`src/design/sslp_pkg.sv`:
```
`timescale 1ns / 1ps
`default_nettype none

package sslp_pkg;

    localparam int NAME_MAX_BYTES = 32;
    localparam logic [7:0] LAST_POS = 8'(NAME_MAX_BYTES - 1);

    localparam int QUEUE_DEPTH = 4;
    localparam int QUEUE_AW = $clog2(QUEUE_DEPTH);
    localparam int QUEUE_CW = $clog2(QUEUE_DEPTH + 1);

    typedef enum logic [3:0] {
        PH_TEXCOUNT = 4'd0,
        PH_TEXNAME  = 4'd1,
        PH_WIDTH    = 4'd2,
        PH_HEIGHT   = 4'd3,
        PH_COUNT    = 4'd4,
        PH_NAME     = 4'd5,
        PH_X        = 4'd6,
        PH_Y        = 4'd7,
        PH_W        = 4'd8,
        PH_H        = 4'd9,
        PH_DONE     = 4'd10,
        PH_HALT     = 4'd11
    } phase_t;

    typedef enum logic [2:0] {
        KIND_HEADER    = 3'd0,
        KIND_NAME_BYTE = 3'd1,
        KIND_GEOMETRY  = 3'd2,
        KIND_BAD_COUNT = 3'd3,
        KIND_OVERFLOW  = 3'd4
    } kind_t;

    typedef struct packed {
        kind_t       kind;
        logic [15:0] entry_index;
        logic [15:0] value_a;
        logic [15:0] value_b;
        logic [15:0] value_c;
        logic [12:0] value_d;
    } result_t;

endpackage

`default_nettype wire

```
`src/design/sprite_sheet_layout_parser.sv`:
```
// path: a result is written into the result queue, then moved to the output register that drives the m_ ports
// throughput: one byte per cycle; s_ready falls only while the four-entry result queue is full
// bytes that give no result (texture name, low bytes, most high bytes, halted or finished file) take no queue entry
// reset: aresetn synchronous active low, clears the parse position, the queue and m_valid
`timescale 1ns / 1ps
`default_nettype none

module sprite_sheet_layout_parser
    import sslp_pkg::*;
(
    input  wire logic        aclk,
    input  wire logic        aresetn,
    input  wire logic        s_valid,
    output      logic        s_ready,
    input  wire logic [7:0]  s_data_byte,
    input  wire logic        s_file_start,
    output      logic        m_valid,
    input  wire logic        m_ready,
    output      logic [2:0]  m_kind,
    output      logic [15:0] m_entry_index,
    output      logic [15:0] m_value_a,
    output      logic [15:0] m_value_b,
    output      logic [15:0] m_value_c,
    output      logic [12:0] m_value_d
);

    logic    accept;
    logic    res_valid;
    result_t res;
    logic    q_full;
    logic    q_not_empty;
    logic    q_pop;
    result_t q_head;
    result_t out_data;

    assign s_ready = !q_full;
    assign accept  = s_valid && s_ready;

    sslp_front u_front (
        .aclk       (aclk),
        .aresetn    (aresetn),
        .accept     (accept),
        .data_byte  (s_data_byte),
        .file_start (s_file_start),
        .res_valid  (res_valid),
        .res        (res)
    );

    sslp_queue u_queue (
        .aclk      (aclk),
        .aresetn   (aresetn),
        .push      (accept && res_valid),
        .push_data (res),
        .pop       (q_pop),
        .full      (q_full),
        .not_empty (q_not_empty),
        .head      (q_head)
    );

    sslp_back u_back (
        .aclk        (aclk),
        .aresetn     (aresetn),
        .q_not_empty (q_not_empty),
        .q_head      (q_head),
        .q_pop       (q_pop),
        .out_valid   (m_valid),
        .out_ready   (m_ready),
        .out_data    (out_data)
    );

    assign m_kind        = out_data.kind;
    assign m_entry_index = out_data.entry_index;
    assign m_value_a     = out_data.value_a;
    assign m_value_b     = out_data.value_b;
    assign m_value_c     = out_data.value_c;
    assign m_value_d     = out_data.value_d;

endmodule

`default_nettype wire

```
`src/design/sslp_front.sv`:
```
`timescale 1ns / 1ps
`default_nettype none

module sslp_front
    import sslp_pkg::*;
(
    input  wire logic       aclk,
    input  wire logic       aresetn,
    input  wire logic       accept,
    input  wire logic [7:0] data_byte,
    input  wire logic       file_start,
    output      logic       res_valid,
    output      result_t    res
);

    phase_t      phase_reg, phase_next, eff_phase;
    logic        high_reg, high_next, eff_high;
    logic [7:0]  low_reg, low_next, eff_low;
    logic [15:0] width_reg, width_next, eff_width;
    logic [15:0] height_reg, height_next, eff_height;
    logic [15:0] left_reg, left_next, eff_left;
    logic [15:0] entry_reg, entry_next, eff_entry;
    logic [7:0]  pos_reg, pos_next, eff_pos;
    logic [12:0] tx_reg, tx_next, eff_tx;
    logic [12:0] ty_reg, ty_next, eff_ty;
    logic [12:0] tw_reg, tw_next, eff_tw;
    logic [15:0] word;
    logic [15:0] left_dec;
    logic        word_phase;

    // start of a new file clears the parse before this byte is taken
    always_comb begin
        if (file_start) begin
            eff_phase  = PH_TEXCOUNT;
            eff_high   = 1'b0;
            eff_low    = '0;
            eff_width  = '0;
            eff_height = '0;
            eff_left   = '0;
            eff_entry  = '0;
            eff_pos    = '0;
            eff_tx     = '0;
            eff_ty     = '0;
            eff_tw     = '0;
        end else begin
            eff_phase  = phase_reg;
            eff_high   = high_reg;
            eff_low    = low_reg;
            eff_width  = width_reg;
            eff_height = height_reg;
            eff_left   = left_reg;
            eff_entry  = entry_reg;
            eff_pos    = pos_reg;
            eff_tx     = tx_reg;
            eff_ty     = ty_reg;
            eff_tw     = tw_reg;
        end
    end

    assign word       = {data_byte, eff_low};
    assign left_dec   = eff_left - 16'd1;
    assign word_phase = eff_phase inside {PH_TEXCOUNT, PH_WIDTH, PH_HEIGHT, PH_COUNT,
                                          PH_X, PH_Y, PH_W, PH_H};

    // next state
    always_comb begin
        phase_next  = eff_phase;
        high_next   = eff_high;
        low_next    = eff_low;
        width_next  = eff_width;
        height_next = eff_height;
        left_next   = eff_left;
        entry_next  = eff_entry;
        pos_next    = eff_pos;
        tx_next     = eff_tx;
        ty_next     = eff_ty;
        tw_next     = eff_tw;
        if (word_phase) begin
            if (!eff_high) begin
                low_next  = data_byte;
                high_next = 1'b1;
            end else begin
                high_next = 1'b0;
                case (eff_phase)
                    PH_TEXCOUNT: begin
                        phase_next = (word != 16'd1) ? PH_HALT : PH_TEXNAME;
                    end
                    PH_WIDTH: begin
                        width_next = word;
                        phase_next = PH_HEIGHT;
                    end
                    PH_HEIGHT: begin
                        height_next = word;
                        phase_next  = PH_COUNT;
                    end
                    PH_COUNT: begin
                        left_next  = word;
                        entry_next = '0;
                        pos_next   = '0;
                        phase_next = (word == 16'd0) ? PH_DONE : PH_NAME;
                    end
                    PH_X: begin
                        tx_next    = word[15:3];
                        phase_next = PH_Y;
                    end
                    PH_Y: begin
                        ty_next    = word[15:3];
                        phase_next = PH_W;
                    end
                    PH_W: begin
                        tw_next    = word[15:3];
                        phase_next = PH_H;
                    end
                    default: begin
                        entry_next = eff_entry + 16'd1;
                        left_next  = left_dec;
                        pos_next   = '0;
                        phase_next = (left_dec == 16'd0) ? PH_DONE : PH_NAME;
                    end
                endcase
            end
        end else if (eff_phase == PH_TEXNAME) begin
            if (data_byte == 8'd0) begin
                phase_next = PH_WIDTH;
            end
        end else if (eff_phase == PH_NAME) begin
            if (data_byte == 8'd0) begin
                phase_next = PH_X;
                high_next  = 1'b0;
            end else if (eff_pos < LAST_POS) begin
                pos_next = eff_pos + 8'd1;
            end
        end
    end

    // result
    always_comb begin
        res_valid       = 1'b0;
        res.kind        = KIND_HEADER;
        res.entry_index = '0;
        res.value_a     = '0;
        res.value_b     = '0;
        res.value_c     = '0;
        res.value_d     = '0;
        if (word_phase) begin
            if (eff_high) begin
                case (eff_phase)
                    PH_TEXCOUNT: begin
                        res_valid   = (word != 16'd1);
                        res.kind    = KIND_BAD_COUNT;
                        res.value_a = word;
                    end
                    PH_COUNT: begin
                        res_valid   = 1'b1;
                        res.kind    = KIND_HEADER;
                        res.value_a = eff_width;
                        res.value_b = eff_height;
                        res.value_c = word;
                    end
                    PH_H: begin
                        res_valid       = 1'b1;
                        res.kind        = KIND_GEOMETRY;
                        res.entry_index = eff_entry;
                        res.value_a     = {3'b000, eff_tx};
                        res.value_b     = {3'b000, eff_ty};
                        res.value_c     = {3'b000, eff_tw};
                        res.value_d     = word[15:3];
                    end
                    default: begin
                        res_valid = 1'b0;
                    end
                endcase
            end
        end else if (eff_phase == PH_NAME) begin
            res_valid       = 1'b1;
            res.entry_index = eff_entry;
            if (data_byte == 8'd0) begin
                res.kind    = KIND_NAME_BYTE;
                res.value_b = {8'd0, eff_pos};
            end else if (eff_pos >= LAST_POS) begin
                res.kind    = KIND_OVERFLOW;
                res.value_a = {8'd0, data_byte};
                res.value_b = {8'd0, LAST_POS};
            end else begin
                res.kind    = KIND_NAME_BYTE;
                res.value_a = {8'd0, data_byte};
                res.value_b = {8'd0, eff_pos};
            end
        end
    end

    always_ff @(posedge aclk) begin
        if (!aresetn) begin
            phase_reg  <= PH_TEXCOUNT;
            high_reg   <= 1'b0;
            low_reg    <= '0;
            width_reg  <= '0;
            height_reg <= '0;
            left_reg   <= '0;
            entry_reg  <= '0;
            pos_reg    <= '0;
            tx_reg     <= '0;
            ty_reg     <= '0;
            tw_reg     <= '0;
        end else if (accept) begin
            phase_reg  <= phase_next;
            high_reg   <= high_next;
            low_reg    <= low_next;
            width_reg  <= width_next;
            height_reg <= height_next;
            left_reg   <= left_next;
            entry_reg  <= entry_next;
            pos_reg    <= pos_next;
            tx_reg     <= tx_next;
            ty_reg     <= ty_next;
            tw_reg     <= tw_next;
        end
    end

endmodule

`default_nettype wire

```
`src/design/sslp_queue.sv`:
```
`timescale 1ns / 1ps
`default_nettype none

module sslp_queue
    import sslp_pkg::*;
(
    input  wire logic    aclk,
    input  wire logic    aresetn,
    input  wire logic    push,
    input  wire result_t push_data,
    input  wire logic    pop,
    output      logic    full,
    output      logic    not_empty,
    output      result_t head
);

    result_t               mem [QUEUE_DEPTH];
    logic [QUEUE_AW-1:0]   wr_ptr_reg, wr_ptr_next;
    logic [QUEUE_AW-1:0]   rd_ptr_reg, rd_ptr_next;
    logic [QUEUE_CW-1:0]   count_reg, count_next;

    assign full      = (count_reg == QUEUE_CW'(QUEUE_DEPTH));
    assign not_empty = (count_reg != '0);
    assign head      = mem[rd_ptr_reg];

    always_comb begin
        wr_ptr_next = push ? wr_ptr_reg + 1'b1 : wr_ptr_reg;
        rd_ptr_next = pop ? rd_ptr_reg + 1'b1 : rd_ptr_reg;
        count_next  = count_reg;
        if (push && !pop) begin
            count_next = count_reg + 1'b1;
        end else if (pop && !push) begin
            count_next = count_reg - 1'b1;
        end
    end

    always_ff @(posedge aclk) begin
        if (push) begin
            mem[wr_ptr_reg] <= push_data;
        end
    end

    always_ff @(posedge aclk) begin
        if (!aresetn) begin
            wr_ptr_reg <= '0;
            rd_ptr_reg <= '0;
            count_reg  <= '0;
        end else begin
            wr_ptr_reg <= wr_ptr_next;
            rd_ptr_reg <= rd_ptr_next;
            count_reg  <= count_next;
        end
    end

    assert property (@(posedge aclk) disable iff (!aresetn)
        count_reg <= QUEUE_CW'(QUEUE_DEPTH))
        else $error("queue count beyond depth");

    assert property (@(posedge aclk) disable iff (!aresetn)
        !(push && full))
        else $error("push into full queue");

    assert property (@(posedge aclk) disable iff (!aresetn)
        pop |-> not_empty)
        else $error("pop from empty queue");

    assert property (@(posedge aclk) disable iff (!aresetn)
        (push && !pop) |=> (count_reg == $past(count_reg) + 1'b1))
        else $error("queue count not advanced on push");

endmodule

`default_nettype wire

```
`src/design/sslp_back.sv`:
```
`timescale 1ns / 1ps
`default_nettype none

module sslp_back
    import sslp_pkg::*;
(
    input  wire logic    aclk,
    input  wire logic    aresetn,
    input  wire logic    q_not_empty,
    input  wire result_t q_head,
    output      logic    q_pop,
    output      logic    out_valid,
    input  wire logic    out_ready,
    output      result_t out_data
);

    logic    valid_reg, valid_next;
    result_t data_reg;

    assign q_pop      = q_not_empty && (!valid_reg || out_ready);
    assign valid_next = q_pop || (valid_reg && !out_ready);
    assign out_valid  = valid_reg;
    assign out_data   = data_reg;

    always_ff @(posedge aclk) begin
        if (q_pop) begin
            data_reg <= q_head;
        end
    end

    always_ff @(posedge aclk) begin
        if (!aresetn) begin
            valid_reg <= 1'b0;
        end else begin
            valid_reg <= valid_next;
        end
    end

endmodule

`default_nettype wire
```
`config.mk`:
```
export PLATFORM = sky130hd
export DESIGN_NAME = sprite_sheet_layout_parser
export DESIGN_NICKNAME = d
export VERILOG_FILES = /design/src/design/sslp_pkg.sv /design/src/design/sprite_sheet_layout_parser.sv /design/src/design/sslp_front.sv /design/src/design/sslp_queue.sv /design/src/design/sslp_back.sv
export SDC_FILE = /design/constraint.sdc
export NUM_CORES = 1
export LEC_CHECK = 0
export CORE_UTILIZATION = 30
export CTS_BUF_LIST = sky130_fd_sc_hd__clkbuf_16
export CTS_CLUSTER_DIAMETER = 30
export CTS_CLUSTER_SIZE = 24
export DETAILED_ROUTE_END_ITERATION = 7
export DONT_BUFFER_PORTS = 1
export SETUP_SLACK_MARGIN = 0.3
export SLEW_MARGIN = 10
export SYNTH_ARGS = -nofsm -noshare
export SYNTH_HDL_FRONTEND = slang
export SYNTH_SLANG_ARGS = --single-unit
```
`constraint.sdc`:
```
create_clock -name aclk -period 8.2 [get_ports aclk]
set_clock_uncertainty 0.2 [all_clocks]
set_input_delay 0.41 -clock aclk [delete_from_list [all_inputs] [get_ports aclk]]
set_output_delay 0.41 -clock aclk [all_outputs]
set_load 0.01 [all_outputs]
```
==> impl_metrics.toml <==
[synth]
synth_top_area_share = 0.5530
synth_area_leaders = "edfxtp_1, dfxtp_1, mux4_2"
synth_edf_count = 400
synth.distinct_cells = 79
yosys_warnings = 0
ys_ff_latch = 532
ys.flop_type = "edfxtp_1"
synth_area_mm2 = 0.02172
async_flop_share = 0
synthAdderAreaFrac = 0.006682
synth_area_leader_cell = "edfxtp_1"
syn_inst = 1478
synth-simple-area-share = 0.1044
synth_compound_area_frac = 0.09695
postSynthAreaPerCell_um2 = 14.70
yosysSeqAreaShare = 0.6747
syn_nets = 1502
synthMuxAreaShare = 0.08525
synth_top_family_by_area = "simple AND/OR/NAND/NOR gates"
synth-xor-area-share = 0.004435

[finish]
largest_register = "u_queue.mem"
drive_above_1_share = 0.1870
final_common_cell = "edfxtp_1"
syn_to_final_growth_pct = 19.78
final_cell_mix = "edfxtp_1, dfxtp_1, nor2b_1"
layout.cells.non_filler = 2538
nNetsFinal = 1528
n_antenna_cell = 0
largest_reg_flops = 320

[clock_network]
cts.sinks = 532
cts_tree = "yes"
cts_buffer_depth = 3
cts.clk_slew.worst_paths_ns = 0.05
cts_htree_levels = 3
post_cts_buffers = 0
numCtsBuffers = 97
clk_latency_ns = 0.64
cts-root-buf = "clkbuf_16"

[route]
via_per_inst = 5.043
drc_errors = 0
dr.pass1.iters = 6
num_vias = 12800
wl_mm = 52.29
wire_per_inst_um = 20.60
drt_iter0_markers = 1294
ant_nets = 0

[global_routing]
grt_remaining_overflow = 0
use_met2 = 0.2345
antenna_found_initial = 2
grt_pass1_wl_mm = 79.58
grt_max_degree = 138
use_met3 = 0.02867
busiest_layer = "met2"
grt_pass1_vias = 12900
use_met1 = 0.1790
grt_use_total = 0.1410

[timing]
min_period_over_period = 0.5257
finalHoldViolCount = 0
setup_viol = 0
final-max-slew-violation-count = 0
min_period_ns = 4.311
finalSetupTns_ns = 0
worst_pin_slew_ns = 1.211
hold_slack_ns = 0.03185
rsz0062_at_grt = "false"
timing.fmax_mhz = 232.0
max_slew_margin = 0.1874

[placement]
gp_congestion = 0.8794
dp_hpwl_mm = 30.88
place_inst = 2338
portBuffers = 0

[worst_setup_path]
crit_type = "flip-flop to flip-flop"
cp_slowest_cell = "buf_4"
max_stage_delay_ns = 0.78
cpLargestDelayFamily = "compound AO/OA/AOI/OAI gates"
worstSetupStartpointType = "flip-flop"
worstPathMaxFanout = 55
end_kind = "flip-flop"
path_buf_inv = 1
cp_cell_sequence = "or3b_1 -> a31oi_2 -> o2111ai_1 -> a21oi_2 -> and2_4 -> buf_4"
critPathRequiredTime_ns = 8.25
crit_arrival_ns = 4.36

[flow_run]
maxCapViolCount = 0

[power_and_ir_drop]
leakage_uw = 0.008730
ir_drop_mv = 0.1824
power_density_mw_per_mm2 = 316.0

[floorplan]
die_w_um = 271.1
pin_count = 95
dieArea_mm2 = 0.07348
fp.dieH_um = 271.1
start_util = 0.3033
placementRows = 98
coreArea_mm2 = 0.07161

[worst_hold_path]
worstHoldPathType = "input pin to flip-flop"

[run_status]
status = "finished clean"
[routing by layer]
metal	vias to the layer above	wire length (um)
li1	5797	-
met1	6510	22170
met2	422	25830
met3	71	3050
met4	0	1245
met5	-	0
[per-stage QoR]
step / worst slack (ns) / utilization / power [uW] / cell area (um^2)
after CTS: 3.928 / 0.3633 / 8338 / 26020
after global routing: 3.721 / 0.3633 / 8527 / 26020
after floorplan: 2.126 / - / 4208 / 21720
final: 3.889 / 0.3633 / 8222 / 26020
after global placement: 4.054 / 0.3157 / 4468 / 22610
after detailed placement: 3.954 / 0.3157 / 4475 / 22610
[layout make-up]
cell class	instances	area, um^2
clock inverters	85	759.5
inverters	16	60.06
repair buffers	38	355.3
multi-input cells	819	6539
flip-flops and latches	532	14660
fillers	6764	45590
clock buffers	98	2452
well taps	950	1189
[tightest hold or removal path, stage by stage]
cell and delay, ns:
nand2_1 0.11, o21ai_0 0.12, a22oi_1 0.07, nor2b_1 0.10
[path summary, 6_finish.rpt]
check	start	endpoint	slack, ns	cells after the start
max	u_front.phase_reg[0]	u_queue.mem[3][69]	3.89	6
min	s_data_byte[2]	u_front.left_reg[10]	0.03	4
max reg2reg	u_front.phase_reg[0]	u_queue.mem[3][69]	3.89	6
min reg2reg	u_front.entry_reg[11]	u_front.entry_reg[11]	0.27	1
[timing repair]
item | CTS | global route
resized for setup | 0 | 0
hold buffers | 17 | 0
hold endpoints to repair | 233 | 0
[kinds of logic (layout without fill, tap and decap cells)]
kind of cell / Yosys count / in the layout
AOI/OAI and AO/OA: 304 / 304
DFF: 532 / 532
and+or+nand+nor: 408 / 408
buffers and inverters: 127 / 237
muxes: 85 / 85
adders and majority gates: 11 / 11
xor gates and xnor gates: 11 / 11
[synth_stat cells, types with 10 or more instances]
master,number
edfxtp_1,400
nor3_1,18
dfxtp_1,132
and3_1,12
a21oi_1,42
ha_1,10
mux4_2,80
nor4_1,14
clkbuf_1,79
inv_1,16
a22oi_1,90
a222oi_1,14
nor2b_1,107
a21boi_0,24
nand3_1,13
nand2_1,93
buf_1,14
o21ai_0,63
nand4_1,10
nor2_1,45
and2_1,49
a22o_1,14
[power breakdown]
part	switching, uW	total [uW]	leakage [uW]	internal (uW)
logic	499	857	0.00211	358
registers	293	3560	0.00504	3270
clock network	1410	3810	0.00158	2400
(Power assumes the default switching activity.)
